--- config.mk ---
export PLATFORM = sky130hd
export DESIGN_NAME = unicode_escape_to_utf8_flat
export DESIGN_NICKNAME = d
export VERILOG_FILES = /design/src/rtl/core/ucu8_pkg.sv /design/src/rtl/core/ucu8_in_if.sv /design/src/rtl/core/ucu8_out_if.sv /design/src/rtl/core/ucu8_decode.sv /design/src/rtl/core/ucu8_outbuf.sv /design/src/rtl/core/unicode_escape_to_utf8.sv /design/src/flat_wrapper.sv
export SDC_FILE = /design/constraint.sdc
export NUM_CORES = 1
export LEC_CHECK = 0
export ABC_AREA = 1
export BUFFER_PORTS_ARGS = -buffer_cell sky130_fd_sc_hd__buf_2
export CORE_MARGIN = 5
export CORE_UTILIZATION = 55
export CTS_BUF_LIST = sky130_fd_sc_hd__clkbuf_8
export CTS_CLUSTER_DIAMETER = 30
export DETAILED_ROUTE_END_ITERATION = 6
export GPL_TIMING_DRIVEN = 0
export PLACE_DENSITY_LB_ADDON = 0.2
export REMOVE_ABC_BUFFERS = 1
export SETUP_SLACK_MARGIN = 0.4
export SYNTH_ARGS = -nofsm -noshare
export SYNTH_HDL_FRONTEND = slang
export SYNTH_SLANG_ARGS = --single-unit
--- constraint.sdc ---
create_clock -name clk -period 4.15 [get_ports clk]
set_clock_uncertainty 0.1 [all_clocks]
set_input_delay 0.2075 -clock clk [delete_from_list [all_inputs] [get_ports clk]]
set_output_delay 0.2075 -clock clk [all_outputs]
set_load 0.1 [all_outputs]
--- src/rtl/core/ucu8_pkg.sv ---
package ucu8_pkg;

	localparam logic [7:0] CH_PCT  = 8'h25;  // '%'
	localparam logic [7:0] CH_BSL  = 8'h5C;  // backslash
	localparam logic [7:0] CH_U    = 8'h75;  // 'u'
	localparam logic [7:0] CH_0    = 8'h30;
	localparam logic [7:0] CH_9    = 8'h39;
	localparam logic [7:0] CH_LA   = 8'h61;
	localparam logic [7:0] CH_LF   = 8'h66;
	localparam logic [7:0] CH_UA   = 8'h41;
	localparam logic [7:0] CH_UF   = 8'h46;

	localparam logic [15:0] MAX_1B = 16'h007F;
	localparam logic [15:0] MAX_2B = 16'h07FF;
	localparam logic [7:0]  LEAD_2 = 8'hC0;
	localparam logic [7:0]  LEAD_3 = 8'hE0;
	localparam logic [7:0]  CONT   = 8'h80;

	localparam logic [2:0] HEX_LEN = 3'd4;

	typedef enum logic [1:0] {
		MODE_PASS,
		MODE_ESC,
		MODE_HEX
	} mode_t;

	typedef struct packed {
		mode_t       mode;
		logic [2:0]  cnt;
		logic [15:0] code;
		logic        stopped;
	} scan_t;

	// up to three output bytes from one input beat, slot 0 first
	typedef struct packed {
		logic [1:0]      cnt;
		logic [2:0][7:0] bytes;
		logic            last;
	} res_t;

	function automatic logic is_esc(logic [7:0] b);
		is_esc = (b == CH_PCT) || (b == CH_BSL);
	endfunction

	// {valid, value}
	function automatic logic [4:0] hex_digit(logic [7:0] b);
		logic [7:0] t;
		t = 8'h00;
		hex_digit = 5'b0;
		if (b >= CH_0 && b <= CH_9) begin
			t = b - CH_0;
			hex_digit = {1'b1, t[3:0]};
		end else if (b >= CH_LA && b <= CH_LF) begin
			t = b - CH_LA + 8'd10;
			hex_digit = {1'b1, t[3:0]};
		end else if (b >= CH_UA && b <= CH_UF) begin
			t = b - CH_UA + 8'd10;
			hex_digit = {1'b1, t[3:0]};
		end
	endfunction

	function automatic res_t encode_cp(logic [15:0] v);
		res_t r;
		r = '0;
		if (v <= MAX_1B) begin
			r.cnt      = 2'd1;
			r.bytes[0] = v[7:0];
		end else if (v <= MAX_2B) begin
			r.cnt      = 2'd2;
			r.bytes[0] = LEAD_2 | {3'b000, v[10:6]};
			r.bytes[1] = CONT | {2'b00, v[5:0]};
		end else begin
			r.cnt      = 2'd3;
			r.bytes[0] = LEAD_3 | {4'b0000, v[15:12]};
			r.bytes[1] = CONT | {2'b00, v[11:6]};
			r.bytes[2] = CONT | {2'b00, v[5:0]};
		end
		encode_cp = r;
	endfunction

endpackage

--- src/rtl/core/ucu8_in_if.sv ---
interface ucu8_in_if;
	logic       valid;
	logic       ready;
	logic [7:0] in_byte;
	logic       in_last;

	modport source (output valid, output in_byte, output in_last, input ready);
	modport sink (input valid, input in_byte, input in_last, output ready);
endinterface

--- src/rtl/core/ucu8_out_if.sv ---
interface ucu8_out_if;
	logic       valid;
	logic       ready;
	logic [7:0] out_byte;
	logic       out_last;

	modport source (output valid, output out_byte, output out_last, input ready);
	modport sink (input valid, input out_byte, input out_last, output ready);
endinterface

--- src/rtl/core/ucu8_decode.sv ---
module ucu8_decode
	import ucu8_pkg::*;
(
	input  scan_t      st,
	input  logic [7:0] in_byte,
	input  logic       in_last,
	output scan_t      st_nx,
	output res_t       res
);

	logic [4:0] hd;

	always_comb begin
		st_nx = st;
		res   = '0;
		hd    = hex_digit(in_byte);

		case (st.mode)
			MODE_ESC: begin
				if (in_byte == CH_U) begin
					st_nx.mode    = MODE_HEX;
					st_nx.cnt     = 3'd0;
					st_nx.code    = 16'h0000;
					st_nx.stopped = 1'b0;
				end else begin
					// escape without 'u' always shows as '%'
					res.bytes[0] = CH_PCT;
					if (is_esc(in_byte)) begin
						st_nx.mode = MODE_ESC;
						res.cnt    = 2'd1;
					end else begin
						st_nx.mode   = MODE_PASS;
						res.bytes[1] = in_byte;
						res.cnt      = 2'd2;
					end
				end
			end
			MODE_HEX: begin
				if (!st.stopped && hd[4])
					st_nx.code = {st.code[11:0], hd[3:0]};
				else
					st_nx.stopped = 1'b1;
				st_nx.cnt = st.cnt + 3'd1;
				if (st_nx.cnt >= HEX_LEN) begin
					res   = encode_cp(st_nx.code);
					st_nx = '0;
				end
			end
			default: begin
				st_nx.mode = MODE_PASS;
				if (is_esc(in_byte)) begin
					st_nx.mode = MODE_ESC;
				end else begin
					res.bytes[0] = in_byte;
					res.cnt      = 2'd1;
				end
			end
		endcase

		// end of stream: flush a pending escape or partial code
		if (in_last) begin
			if (st_nx.mode == MODE_ESC) begin
				res.bytes[res.cnt] = CH_PCT;
				res.cnt            = res.cnt + 2'd1;
			end else if (st_nx.mode == MODE_HEX) begin
				res = encode_cp(st_nx.code);
			end
			res.last = 1'b1;
			st_nx    = '0;
		end
	end

endmodule

--- src/rtl/core/ucu8_outbuf.sv ---
module ucu8_outbuf
	import ucu8_pkg::*;
(
	input  logic  clk,
	input  logic  arst_n,
	input  logic  load,
	input  res_t  res,
	output logic  can_load,
	ucu8_out_if.source out_ch
);

	logic [1:0]      cnt_q;
	logic [2:0][7:0] bytes_q;
	logic            last_q;
	logic            pop;

	assign pop      = out_ch.valid && out_ch.ready;
	assign can_load = (cnt_q == 2'd0) || ((cnt_q == 2'd1) && out_ch.ready);

	assign out_ch.valid    = (cnt_q != 2'd0);
	assign out_ch.out_byte = bytes_q[0];
	assign out_ch.out_last = last_q && (cnt_q == 2'd1);

	always_ff @(posedge clk or negedge arst_n) begin
		if (!arst_n) begin
			cnt_q  <= 2'd0;
			last_q <= 1'b0;
		end else if (load) begin
			cnt_q  <= res.cnt;
			last_q <= res.last;
		end else if (pop) begin
			cnt_q <= cnt_q - 2'd1;
		end
	end

	// shift toward slot 0 as beats leave
	always_ff @(posedge clk) begin
		if (load)
			bytes_q <= res.bytes;
		else if (pop)
			bytes_q <= {8'h00, bytes_q[2:1]};
	end

endmodule

--- src/rtl/core/unicode_escape_to_utf8.sv ---
// Percent-u / backslash-u escape decoder with UTF-8 output.
//
// in_ch carries one text byte per beat (in_byte, in_last marks the end of
// the stream). out_ch carries one output byte per beat; out_last is set on
// the final byte produced for the beat that had in_last.
//
// An input beat lands in an input register, then one pass of decode logic
// updates the scan state and loads 0 to 3 result bytes into a small shift
// buffer that drains one byte per cycle while the receiver is ready. A
// beat's first output byte appears once the buffer has loaded its bytes.
//
// Throughput: one input beat per cycle while the buffer keeps up. A beat
// waits in the input register while its predecessor's bytes still drain,
// so a 3-byte code point holds input back; the escape that produced it
// took six input beats.
//
// Reset clears the scan state and empties the input register and buffer.
// When the receiver stalls, the buffer holds, the input register fills,
// and in_ch ready drops until the buffer can take the next beat's bytes.
module unicode_escape_to_utf8
	import ucu8_pkg::*;
(
	input  logic clk,
	input  logic arst_n,
	ucu8_in_if.sink    in_ch,
	ucu8_out_if.source out_ch
);

	logic       valid_s1;
	logic [7:0] byte_s1;
	logic       last_s1;

	scan_t scan_q;
	scan_t scan_nx;
	res_t  dec_res;
	logic  can_load;
	logic  advance;
	logic  in_take;

	assign advance     = valid_s1 && can_load;
	assign in_ch.ready = !valid_s1 || can_load;
	assign in_take     = in_ch.valid && in_ch.ready;

	always_ff @(posedge clk or negedge arst_n) begin
		if (!arst_n)
			valid_s1 <= 1'b0;
		else if (in_take)
			valid_s1 <= 1'b1;
		else if (advance)
			valid_s1 <= 1'b0;
	end

	always_ff @(posedge clk) begin
		if (in_take) begin
			byte_s1 <= in_ch.in_byte;
			last_s1 <= in_ch.in_last;
		end
	end

	// scan state moves only when a beat's bytes go into the buffer
	always_ff @(posedge clk or negedge arst_n) begin
		if (!arst_n)
			scan_q <= '0;
		else if (advance)
			scan_q <= scan_nx;
	end

	ucu8_decode u_decode (
		.st      (scan_q),
		.in_byte (byte_s1),
		.in_last (last_s1),
		.st_nx   (scan_nx),
		.res     (dec_res)
	);

	ucu8_outbuf u_outbuf (
		.clk      (clk),
		.arst_n   (arst_n),
		.load     (advance),
		.res      (dec_res),
		.can_load (can_load),
		.out_ch   (out_ch)
	);

`ifndef SYNTHESIS
	// end of stream leaves the scanner in its idle state
	a_last_clears: assert property (@(posedge clk) disable iff (!arst_n)
		(advance && last_s1) |=> (scan_q == '0))
		else $error("scan state not cleared after last beat");

	// a final beat must produce a byte to carry out_last
	a_last_has_byte: assert property (@(posedge clk) disable iff (!arst_n)
		(advance && last_s1) |-> (dec_res.cnt != 2'd0))
		else $error("last beat produced no output");

	// stored digit count never reaches the code length
	a_cnt_range: assert property (@(posedge clk) disable iff (!arst_n)
		scan_q.cnt < HEX_LEN)
		else $error("digit count out of range");

	// a new beat is never accepted while the input register is stuck
	a_no_overrun: assert property (@(posedge clk) disable iff (!arst_n)
		(valid_s1 && !can_load) |=> (valid_s1 && $stable(byte_s1)))
		else $error("input register overrun");
`endif

endmodule

--- src/flat_wrapper.sv ---
// flat-port wrapper written by rule: the top's interface ports become plain ports
module unicode_escape_to_utf8_flat import ucu8_pkg::*;
  (clk, arst_n, in_ch_valid, in_ch_in_byte, in_ch_in_last, in_ch_ready, out_ch_valid, out_ch_out_byte, out_ch_out_last, out_ch_ready);
  ucu8_in_if in_ch_i ();
  ucu8_out_if out_ch_i ();
  input  logic clk;
  input  logic arst_n;
  input wire logic [$bits(in_ch_i.valid)-1:0] in_ch_valid;
  input wire logic [$bits(in_ch_i.in_byte)-1:0] in_ch_in_byte;
  input wire logic [$bits(in_ch_i.in_last)-1:0] in_ch_in_last;
  output wire logic [$bits(in_ch_i.ready)-1:0] in_ch_ready;
  output wire logic [$bits(out_ch_i.valid)-1:0] out_ch_valid;
  output wire logic [$bits(out_ch_i.out_byte)-1:0] out_ch_out_byte;
  output wire logic [$bits(out_ch_i.out_last)-1:0] out_ch_out_last;
  input wire logic [$bits(out_ch_i.ready)-1:0] out_ch_ready;
  assign in_ch_i.valid = in_ch_valid;
  assign in_ch_i.in_byte = in_ch_in_byte;
  assign in_ch_i.in_last = in_ch_in_last;
  assign in_ch_ready = in_ch_i.ready;
  assign out_ch_valid = out_ch_i.valid;
  assign out_ch_out_byte = out_ch_i.out_byte;
  assign out_ch_out_last = out_ch_i.out_last;
  assign out_ch_i.ready = out_ch_ready;
  unicode_escape_to_utf8 u_core (.clk(clk), .arst_n(arst_n), .in_ch(in_ch_i), .out_ch(out_ch_i));
endmodule
==> metrics <==
status=finished clean; largest net degree at the start of global routing=27; combinational share of power=between 60% and 70%; Hold Vio Cnt, Final=0; WP data arrival=3.56 ns; Bufs on Longest Clock Path=2; share of cells above drive strength 1=a little under a fifth; post-synthesis register bit count=58; cts bufs inserted=9; Slew Viols, Final=0; RePlAce Congestion=~0.96; total number of vias=around 4200; unrepaired setup endpoints after global routing=false; initial antenna violation count=0; Pwr Total=between 0.003 and 0.004 W; synth warn=0; Post-Syn Area=4397 µm²; I/O Buffers=23; vias in the first global route=approximately 4000; worst setup slack after placement=just over 0.5 ns; Sw Ratio=between 50% and 60%; CTS Root Cell=clkbuf_8; Die Y-Extent=about 99 µm; Post-synth EDFFs=32; # clock sinks=58; CP Max Fanout=21; DRT iter0 DRCs=between 300 and 400; Synth async-reset ratio=approximately 45%; clk slew on worst S/H paths=approximately 0.07 ns; Max Freq=about 280 MHz; ys flop type=edfxtp_1; crit start category=flop; first-pass GRT wire length=about 21000 µm; slew margin rel.=a little under a third; area delta synth->final=10.36%; final setup violating endpoints=0; First-pass DRT Iterations=5; Yosys top cell by area=edfxtp_1; PD cells=about 820 nW/µm²; Synth top area share=between 20% and 30%; Core Region=between 7000 and 8000 µm²; top-count cell post-synth=nand2_1; H-tree levels=3; routed wire length=approximately 13000 µm; starting density of the core=roughly 57%; Unique masters post-synth=40; Final TNS setup=0 ns; WL per Instance=18.39 µm; Filler cells=728; max-cap check violation count=0; Antenna diodes=0; Mean Syn Cell Area=7.377 µm²; # rows=32; final period utilization=between 80% and 90%; Die X=a little under 100 µm; clock tree from TritonCTS=done; global-route usage over all layers=approximately 28%; final worst slack=roughly 0.60 ns; top post-synthesis cells by count=nand2_1, inv_1, nand3_1; Cells after Synth=~600; CP Data Required Time=around 4.2 ns; die area=9882 µm²; clock period minus worst slack=roughly 3.5 ns; hold_ws=~0.14 ns; post-route ant nets=0; CP endpoint kind=flop; HPWL Detailed=between 10000 and 15000 µm; P_sw=0.002228 W; Int Power=approximately 0.0018 W; grt ovf=0; Area contributors post-synth=edfxtp_1, dfrtp_1, nand2_1; Nets=between 600 and 700; fin util=62.47%; Worst Tran Pin Value=around 1.0 ns; DRC viols=0; Crit Path Class=flop to flop; Worst Hold Class=primary input to flop; IO Count=24; clock share of power=a little over an eighth; sequential power share=about a quarter; Worst VDD drop=0.6056 mV; Vias/cell=5.774; Leak=between 2 and 2.5 nW; sequential fraction of the synthesis area=36.65%; clock latency on the worst-skew pair=0.36 ns
## power by group through the flow
stage | Clock (W) | Combinational, W | Sequential [W]
2_1_floorplan | 0 | 0.00153 | 0.00127
3_3_place_gp | 0 | 0.00234 | 0.000993
3_5_place_dp | 0 | 0.00240 | 0.000999
4_1_cts | 0.000519 | 0.00242 | 0.000989
5_1_grt | 0.000555 | 0.00264 | 0.00101
6_report | 0.000522 | 0.00248 | 0.000988
## layer usage
layer | routed length [µm] | vias to the layer above | global-route usage (%) | part of all wire [%]
met2 | 6025 | 199 | 43.96 | 45
met4 | 575 | 0 | 13.03 | 4.3
met3 | 975 | 41 | 4.278 | 7.3
li1 | - | 2005 | - | -
met5 | 0 | - | 0 | 0
met1 | 5864 | 1976 | 38.38 | 44
## layout make-up
type	count	area (µm²)	area share (%)
repair buffers	38	275.3	5.673
clock buffers	9	123.9	2.553
multi-input cells	425	2307	47.55
inverters	92	345.3	7.117
clock inverters	7	61.31	1.264
flip-flops and latches	58	1612	33.21
well taps	102	127.6	2.630
## layout by cell type, fill, tap and decap left out, types with 9 or more instances in the layout
| master | count |
|---|---|
| dfrtp_1 | 26 |
| buf_2 | 23 |
| o21ai_1 | 15 |
| nand2_2 | 27 |
| ha_1 | 13 |
| dlygate4sd3_1 | 11 |
| nor2_1 | 43 |
| inv_2 | 16 |
| clkbuf_8 | 9 |
| o21ai_0 | 23 |
| o22ai_1 | 26 |
| inv_1 | 72 |
| edfxtp_1 | 32 |
| a21oi_1 | 20 |
| nand3_1 | 47 |
| nand2_1 | 159 |
| nor2_4 | 9 |
## timing repair
action / in CTS / in global routing
setup endpoints to repair: 0 / 13
hold endpoints to repair: 36 / 0
hold buffers: 11 / 0
setup buffers: 0 / 3
gates resized for setup: 0 / 2
## critical path, stage by stage, from the launching register on
cell	delay (ns)
edfxtp_1	0.45
inv_2	0.15
ha_1	0.19
nor2_1	0.05
nand2_1	0.09
nand4_4	0.16
nand2_8	0.18
nand2_8	0.14
nand2_2	0.10
nand2_2	0.08
nor2_1	0.15
nand2_2	0.14
nand3_2	0.16
nand2_1	0.07
nand2_1	0.10
nand2_1	0.13
ha_1	0.24
nand2_1	0.10
nand2_1	0.09
inv_1	0.15
nand3_1	0.10
nor2_1	0.13
nor2_1	0.06
## path summary, 6_finish.rpt
path	from	to	slack (ns)	cells after the start
hold reg to reg	u_core.u_outbuf.cnt_q[1]	u_core.u_outbuf.cnt_q[1]	0.39	2
setup reg to reg	u_core.byte_s1[0]	u_core.u_outbuf.out_ch.out_byte[2]	0.60	22
max in group asynchronous	arst_n	u_core.scan_q[1]	3.20	2
setup / recovery	u_core.byte_s1[0]	u_core.u_outbuf.out_ch.out_byte[2]	0.60	22
min in group asynchronous	arst_n	u_core.scan_q[17]	0.32	2
hold / removal	out_ch_ready	u_core.valid_s1	0.14	4
## flip-flops by register name (all words and copies together), names as in the netlist
signal and cells:
u_core.byte_s1 8, u_core.last_s1 1, u_core.scan_q 22, u_core.u_outbuf.bytes_q 15, u_core.u_outbuf.cnt_q 2, u_core.u_outbuf.last_q 1, u_core.u_outbuf.out_ch.out_byte 8, u_core.valid_s1 1
## metrics by stage
stage	area [µm²]	cells
final	4852	731
after global routing	4852	731
after CTS	4812	728
after detailed placement	4517	701
after global placement	4487	700
after floorplan	4244	575
## cells by family after synthesis
family | count (synthesis) | synth area share, %
compound gates | 100 | 13.15
flops | 58 | 36.65
fa+ha+maj | 13 | 3.700
simple gates | 308 | 34.38
buf+inv | 113 | 11.33
xor+xnor | 4 | 0.7970
(Power assumes the default switching activity.)
